<file path="src/mrr_pkg.sv">
// shared constants and sequencer states for the miller-rabin round block
`default_nettype none
package mrr_pkg;

  localparam int CAND_W   = 32;  // candidate field width
  localparam int WIT_W    = 32;  // witness field width
  localparam int BITS_DEF = 32;  // default working width of n
  localparam int IN_W     = 64;  // input tdata width
  localparam int OUT_W    = 8;   // output tdata width

  typedef enum logic [3:0] {
    S_IDLE,
    S_STRIP,
    S_RED_GO,
    S_RED_WAIT,
    S_POW_CHK,
    S_PMUL_GO,
    S_PMUL_WAIT,
    S_PSQ_GO,
    S_PSQ_WAIT,
    S_CHECK,
    S_SQ_CHK,
    S_SQ_GO,
    S_SQ_WAIT,
    S_FIN
  } state_t;

endpackage
`default_nettype wire

</file>
<file path="src/mrr_modmul.sv">
// shared modular multiplier: msb-first double-and-add, one multiplier bit per cycle
`default_nettype none
module mrr_modmul #(
  parameter int BITS = mrr_pkg::BITS_DEF,
  parameter int OPW  = mrr_pkg::WIT_W
) (
  input  wire logic            clk,
  input  wire logic            rst,
  input  wire logic            start,
  input  wire logic [BITS-1:0] a,
  input  wire logic [OPW-1:0]  b,
  input  wire logic [BITS-1:0] n,
  output logic                 done,
  output logic [BITS-1:0]      prod
);

  localparam int CW = (OPW > 1) ? $clog2(OPW) : 1;

  logic            busy;
  logic [CW-1:0]   cnt;
  logic [BITS-1:0] acc;
  logic [BITS-1:0] a_r;
  logic [BITS-1:0] n_r;
  logic [OPW-1:0]  b_r;

  logic [BITS+1:0] sum;
  logic [BITS+1:0] n1;
  logic [BITS+1:0] n2;
  logic [BITS-1:0] acc_next;

  // acc < n and a < n keep the sum below 3n
  always_comb begin
    n1  = {2'b00, n_r};
    n2  = {1'b0, n_r, 1'b0};
    sum = {1'b0, acc, 1'b0} + (b_r[OPW-1] ? {2'b00, a_r} : '0);
    if (sum >= n2) begin
      acc_next = BITS'(sum - n2);
    end else if (sum >= n1) begin
      acc_next = BITS'(sum - n1);
    end else begin
      acc_next = BITS'(sum);
    end
  end

  always_ff @(posedge clk) begin
    if (rst) begin
      busy <= 1'b0;
      done <= 1'b0;
    end else begin
      done <= 1'b0;
      if (start) begin
        busy <= 1'b1;
      end else if (busy && cnt == '0) begin
        busy <= 1'b0;
        done <= 1'b1;
      end
    end
  end

  always_ff @(posedge clk) begin
    if (start) begin
      acc <= '0;
      a_r <= a;
      b_r <= b;
      n_r <= n;
      cnt <= CW'(OPW - 1);
    end else if (busy) begin
      acc <= acc_next;
      b_r <= {b_r[OPW-2:0], 1'b0};
      cnt <= cnt - 1'b1;
    end
  end

  assign prod = acc;

endmodule
`default_nettype wire

</file>
<file path="src/miller_rabin_round_top.sv">
// miller-rabin round: trivial checks, n-1 split, modular power and squaring chain
//
//  channel  dir  handshake        payload
//  s_*      in   tvalid/tready    tdata[31:0] candidate, tdata[63:32] witness
//  m_*      out  tvalid/tready    tdata[0] probable_prime, tuser decided_trivially
//
// trivial candidates go from idle straight to the finish state and the output register.
// others: the n-1 split strips k factors of two, then each modular product on the shared
// multiplier runs over OPW multiplier bits (OPW = max(BITS,32)); one reduction, up to 2*BITS products
// for the power and up to k-1 squarings.
// synchronous reset clears the sequencer and the output valid.
// s_tready is high only in idle; a held result blocks only the next completion.
`default_nettype none
module miller_rabin_round_top #(
  parameter int BITS = mrr_pkg::BITS_DEF
) (
  input  wire logic                       clk,
  input  wire logic                       rst,
  input  wire logic                       s_tvalid,
  output logic                            s_tready,
  input  wire logic [mrr_pkg::IN_W-1:0]   s_tdata,   // candidate, witness
  output logic                            m_tvalid,
  input  wire logic                       m_tready,
  output logic [mrr_pkg::OUT_W-1:0]       m_tdata,   // probable_prime, zero fill
  output logic                            m_tuser    // decided_trivially
);

  localparam int OPW = (BITS > mrr_pkg::WIT_W) ? BITS : mrr_pkg::WIT_W;
  localparam int KW  = $clog2(BITS);

  mrr_pkg::state_t state, state_next;

  logic [BITS-1:0]          n_reg;
  logic [BITS-1:0]          nm1;
  logic [mrr_pkg::WIT_W-1:0] w_reg;
  logic [BITS-1:0]          e;
  logic [KW-1:0]            k;
  logic [KW-1:0]            sq_left;
  logic [BITS-1:0]          r;
  logic [BITS-1:0]          base;
  logic                     res_prime;
  logic                     res_triv;

  logic [BITS-1:0] n_in;
  logic            in_acc;
  logic            trivial;
  logic            triv_prime;
  logic            out_free;

  logic            mul_start;
  logic [BITS-1:0] mul_a;
  logic [OPW-1:0]  mul_b;
  logic            mul_done;
  logic [BITS-1:0] mul_prod;

  assign n_in       = BITS'(s_tdata[mrr_pkg::CAND_W-1:0]);
  assign in_acc     = s_tvalid && s_tready;
  // below two, two, three, or even
  assign triv_prime = (n_in[BITS-1:2] == '0) && n_in[1];
  assign trivial    = (n_in[BITS-1:2] == '0) || !n_in[0];
  assign out_free   = !m_tvalid || m_tready;

  mrr_modmul #(
    .BITS (BITS),
    .OPW  (OPW)
  ) u_modmul (
    .clk   (clk),
    .rst   (rst),
    .start (mul_start),
    .a     (mul_a),
    .b     (mul_b),
    .n     (n_reg),
    .done  (mul_done),
    .prod  (mul_prod)
  );

  // next state
  always_comb begin
    state_next = state;
    case (state)
      mrr_pkg::S_IDLE: begin
        if (in_acc) begin
          state_next = trivial ? mrr_pkg::S_FIN : mrr_pkg::S_STRIP;
        end
      end
      mrr_pkg::S_STRIP: begin
        if (e[0]) begin
          state_next = mrr_pkg::S_RED_GO;
        end
      end
      mrr_pkg::S_RED_GO:   state_next = mrr_pkg::S_RED_WAIT;
      mrr_pkg::S_RED_WAIT: begin
        if (mul_done) begin
          state_next = mrr_pkg::S_POW_CHK;
        end
      end
      mrr_pkg::S_POW_CHK: begin
        if (e == '0) begin
          state_next = mrr_pkg::S_CHECK;
        end else if (e[0]) begin
          state_next = mrr_pkg::S_PMUL_GO;
        end else begin
          state_next = mrr_pkg::S_PSQ_GO;
        end
      end
      mrr_pkg::S_PMUL_GO:   state_next = mrr_pkg::S_PMUL_WAIT;
      mrr_pkg::S_PMUL_WAIT: begin
        if (mul_done) begin
          state_next = mrr_pkg::S_PSQ_GO;
        end
      end
      mrr_pkg::S_PSQ_GO:   state_next = mrr_pkg::S_PSQ_WAIT;
      mrr_pkg::S_PSQ_WAIT: begin
        if (mul_done) begin
          state_next = mrr_pkg::S_POW_CHK;
        end
      end
      mrr_pkg::S_CHECK: begin
        if (r == BITS'(1) || r == nm1) begin
          state_next = mrr_pkg::S_FIN;
        end else begin
          state_next = mrr_pkg::S_SQ_CHK;
        end
      end
      mrr_pkg::S_SQ_CHK: begin
        state_next = (sq_left == '0) ? mrr_pkg::S_FIN : mrr_pkg::S_SQ_GO;
      end
      mrr_pkg::S_SQ_GO:   state_next = mrr_pkg::S_SQ_WAIT;
      mrr_pkg::S_SQ_WAIT: begin
        if (mul_done) begin
          state_next = (mul_prod == nm1) ? mrr_pkg::S_FIN : mrr_pkg::S_SQ_CHK;
        end
      end
      mrr_pkg::S_FIN: begin
        if (out_free) begin
          state_next = mrr_pkg::S_IDLE;
        end
      end
      default: state_next = mrr_pkg::S_IDLE;
    endcase
  end

  // sequencer outputs: request side and multiplier operands
  always_comb begin
    s_tready  = 1'b0;
    mul_start = 1'b0;
    mul_a     = base;
    mul_b     = OPW'(base);
    case (state)
      mrr_pkg::S_IDLE: s_tready = 1'b1;
      mrr_pkg::S_RED_GO: begin
        // witness mod n as witness * 1
        mul_start = 1'b1;
        mul_a     = BITS'(1);
        mul_b     = OPW'(w_reg);
      end
      mrr_pkg::S_PMUL_GO: begin
        mul_start = 1'b1;
        mul_a     = r;
        mul_b     = OPW'(base);
      end
      mrr_pkg::S_PSQ_GO: begin
        mul_start = 1'b1;
        mul_a     = base;
        mul_b     = OPW'(base);
      end
      mrr_pkg::S_SQ_GO: begin
        mul_start = 1'b1;
        mul_a     = r;
        mul_b     = OPW'(r);
      end
      default: begin
        mul_start = 1'b0;
      end
    endcase
  end

  always_ff @(posedge clk) begin
    if (rst) begin
      state <= mrr_pkg::S_IDLE;
    end else begin
      state <= state_next;
    end
  end

  // datapath registers
  always_ff @(posedge clk) begin
    case (state)
      mrr_pkg::S_IDLE: begin
        if (in_acc) begin
          n_reg     <= n_in;
          nm1       <= n_in - 1'b1;
          e         <= n_in - 1'b1;
          w_reg     <= s_tdata[mrr_pkg::CAND_W +: mrr_pkg::WIT_W];
          k         <= '0;
          res_prime <= triv_prime;
          res_triv  <= trivial;
        end
      end
      mrr_pkg::S_STRIP: begin
        if (!e[0]) begin
          e <= e >> 1;
          k <= k + 1'b1;
        end
      end
      mrr_pkg::S_RED_WAIT: begin
        if (mul_done) begin
          base <= mul_prod;
          r    <= BITS'(1);
        end
      end
      mrr_pkg::S_PMUL_WAIT: begin
        if (mul_done) begin
          r <= mul_prod;
        end
      end
      mrr_pkg::S_PSQ_WAIT: begin
        if (mul_done) begin
          base <= mul_prod;
          e    <= e >> 1;
        end
      end
      mrr_pkg::S_CHECK: begin
        res_prime <= (r == BITS'(1)) || (r == nm1);
        sq_left   <= k - 1'b1;
      end
      mrr_pkg::S_SQ_WAIT: begin
        if (mul_done) begin
          r         <= mul_prod;
          sq_left   <= sq_left - 1'b1;
          res_prime <= (mul_prod == nm1);
        end
      end
      default: begin
      end
    endcase
  end

  // output register
  always_ff @(posedge clk) begin
    if (rst) begin
      m_tvalid <= 1'b0;
    end else if (state == mrr_pkg::S_FIN && out_free) begin
      m_tvalid <= 1'b1;
    end else if (m_tready) begin
      m_tvalid <= 1'b0;
    end
  end

  always_ff @(posedge clk) begin
    if (state == mrr_pkg::S_FIN && out_free) begin
      m_tdata <= mrr_pkg::OUT_W'(res_prime);
      m_tuser <= res_triv;
    end
  end

`ifndef ASSERT_OFF
  a_accept_leaves_idle: assert property (@(posedge clk) disable iff (rst)
    in_acc |=> state != mrr_pkg::S_IDLE)
    else $error("accepted request did not start work");

  a_done_when_waiting: assert property (@(posedge clk) disable iff (rst)
    mul_done |-> (state == mrr_pkg::S_RED_WAIT || state == mrr_pkg::S_PMUL_WAIT ||
                  state == mrr_pkg::S_PSQ_WAIT || state == mrr_pkg::S_SQ_WAIT))
    else $error("multiplier finished outside a wait state");

  a_strip_nonzero: assert property (@(posedge clk) disable iff (rst)
    state == mrr_pkg::S_STRIP |-> e != '0)
    else $error("n-1 split ran on zero");

  a_triv_prime_small: assert property (@(posedge clk) disable iff (rst)
    (state == mrr_pkg::S_FIN && res_triv && res_prime) |-> n_reg[BITS-1:2] == '0)
    else $error("trivial prime verdict for large n");
`endif

endmodule
`default_nettype wire

</file>
<file path="config.mk">
export PLATFORM = sky130hd
export DESIGN_NAME = miller_rabin_round_top
export DESIGN_NICKNAME = d
export VERILOG_FILES = /design/src/mrr_pkg.sv /design/src/mrr_modmul.sv /design/src/miller_rabin_round_top.sv
export SDC_FILE = /design/constraint.sdc
export NUM_CORES = 1
export LEC_CHECK = 0
export ABC_AREA = 1
export ABC_CLOCK_PERIOD_IN_PS = 6700
export BUFFER_PORTS_ARGS = -buffer_cell sky130_fd_sc_hd__buf_2
export CAP_MARGIN = 10
export CORE_MARGIN = 8
export CORE_UTILIZATION = 45
export CTS_BUF_LIST = sky130_fd_sc_hd__clkbuf_4
export CTS_CLUSTER_DIAMETER = 80
export DETAILED_ROUTE_END_ITERATION = 10
export HOLD_SLACK_MARGIN = 0.12
export PLACE_DENSITY_LB_ADDON = 0.08
export RECOVER_POWER = 25
export SLEW_MARGIN = 20
export SYNTH_ARGS = -nofsm -noshare
export SYNTH_HDL_FRONTEND = slang
export SYNTH_SLANG_ARGS = --single-unit
</file>
<file path="constraint.sdc">
create_clock -name clk -period 6.7 [get_ports clk]
set_input_delay 0.67 -clock clk [delete_from_list [all_inputs] [get_ports clk]]
set_output_delay 0.67 -clock clk [all_outputs]
set_load 0.1 [all_outputs]
</file>
==> metrics.txt <==
routed via count=20000; GPL Wtd Cong=1.02; worst hold path class=in -> reg; CTS Buffer Depth=3; Total Negative Setup Slacks=0 ns; clock skew=0.0628 ns; total grt overflow=0; Final Hold Viols=0; proportion of synthesized area in mux cells=0.0448%; most frequent cells in the layout=nand2_1 (712), inv_1 (403), edfxtp_1 (302); die width=239 µm; Post-synth ARST share=0%; failing checks=max-capacitance violations, max-slew violations; Seq/Total Area, Yosys=44.6%; gr usage total=26.6%; Worst Path Class, Setup=reg -> reg; Synth top area share=40.6%; post-CTS sizing=0; Main synth FF type=edfxtp_1; fin crit period=5.92 ns; Starting Density=45.6%; worst-margin pin slew=2.70 ns; TritonCTS buffer count=92; Worst-Skew Late Latency=0.84 ns; Detail Placement HPWL=62200 µm; Crit path max-delay family=simple AND/OR/NAND/NOR gates; Antenna Violating Nets Remaining=0; H-tree levels=3; Post-CTS Setup Bufs=0; # hold bufs at CTS=66; vias in the first global route=19100; setup violators final=0; First-pass DRT Iterations=7; Setup crit end kind=register; row cnt=81; pre-CTS setup slack=0.933 ns; largest net degree at the start of global routing=84; post-synthesis cell type count=59; first-pass GRT wire length=115000 µm; crit path buf inv count=5; Iter 0 DRT Violations=1848; CTS tree=done; Post-Synth XOR/XNOR Area=4.98%; layout cells sized above 1=10.0%; fmax=169 MHz; largest family of logic cells by synthesized area=simple AND/OR/NAND/NOR gates; Synth Warn #=0; area leader, netlist=edfxtp_1; WL/cell=21.0 µm; Critical Path RT=7.45 ns; area grow syn2layout=12.5%; Die H=239 µm; Post-Syn Instances=2770; clk root buf=clkbuf_4; simple-gate share of the synthesized area=25.8%; Worst-path clk slew=0.07 ns; Final #Nets=3129; Max FO, Critical Path=39; initial antenna violation count=3; crit share post-route=88.4%; status=finished, violations left; Adder-Cell Fraction of Synth Area=5.82%; unrepaired setup endpoints after global routing=no; Worst path max stage delay=0.71 ns; die area=57000 µm²; vias per cell=5.43; Residual DRC=0; Critical Path AT=6.67 ns; Ports=79; IO Port Bufs=71; Max-Cap Viols=1; Slew HR=-80.7%; Slew Limit Fails=34; commonest non-fill, non-tap cell in the layout=nand2_1; Synth area leaders=edfxtp_1 (41%), nand2_1 (12%), inv_1 (6.8%); Critical Path Start Type=register; Syn Area/Cell=8.06 µm²; synthesized area=22300 µm²; CP max-delay cell=edfxtp_1; Detailed Route WL=77600 µm; most used cell, CP=nand2_1; #FFs+latches synth=346; clk sinks=346; area of the core=49000 µm²; post-synthesis compound-gate area fraction=10.4%; Post-synth EDFFs=302; post-layout worst setup margin=0.779 ns
## synthesized netlist by cell type (6+ instances only)
cell	count
nand2_2	26
dfxtp_1	44
clkbuf_1	37
nand2_1	712
nor2_1	284
inv_2	11
o22ai_1	27
o21bai_1	20
edfxtp_1	302
buf_4	12
xnor2_1	57
nor2_2	9
ha_1	99
nor3_1	36
a21oi_1	153
nand3_2	11
nand3_1	123
nand4_1	66
a21o_1	8
inv_1	404
nand3b_1	9
or2_2	21
o21ai_1	6
a22o_1	11
o21ai_0	90
buf_2	15
a21oi_2	10
a41oi_1	31
xor2_1	70
nor4_1	10
## per-layer routing
metal | vias to the layer above | routed length (µm) | global-route usage (%)
met5 | - | 125 | 1.47
met4 | 4 | 2220 | 9.23
met3 | 114 | 5890 | 6.06
met2 | 780 | 35100 | 41.7
met1 | 9493 | 34300 | 35.9
li1 | 9650 | - | -
## layout make-up
type	instances	area [µm²]
inverter	415	1560
clock buffer	131	983
tap	664	831
timing repair buffer	155	1110
fill	4875	23800
antenna	3	7.51
multi-input combinational	1949	10500
sequential	346	9950
clock inverter	29	161
## path summary, 6_finish.rpt
path / start / end / slack (ns) / depth (start not counted)
min: s_tdata[0] / n_reg[0] / 0.33 / 1
min reg2reg: n_reg[3] / u_modmul.n_r[3] / 0.40 / 0
max: u_modmul.b_r[31] / u_modmul.prod[26] / 0.78 / 29
max reg2reg: u_modmul.b_r[31] / u_modmul.prod[26] / 0.78 / 29
## through the flow
stage | cell area (µm²) | cells | hold slack (ns) | utilization (%)
CTS | 25200 | 3689 | 0.128 | 51.4
finish | 25100 | 3692 | 0.326 | 51.3
global route | 25100 | 3692 | 0.241 | 51.3
floorplan | 22300 | 2776 | 0.400 | -
global placement | 23400 | 3463 | 0.401 | 47.7
detailed placement | 23400 | 3463 | 0.405 | 47.7
## cell families after synthesis
group / after synthesis
flip-flops: 346
AO/OA/AOI/OAI: 383
multiplexers: 1
XOR/XNOR: 127
AND/OR/NAND/NOR: 1329
adder cells (fa/ha/maj): 102
other: 1
buffers and inverters: 481
Power is not shown: default switching activity piles up to over one toggle a cycle in this logic, so the estimate is an artifact.
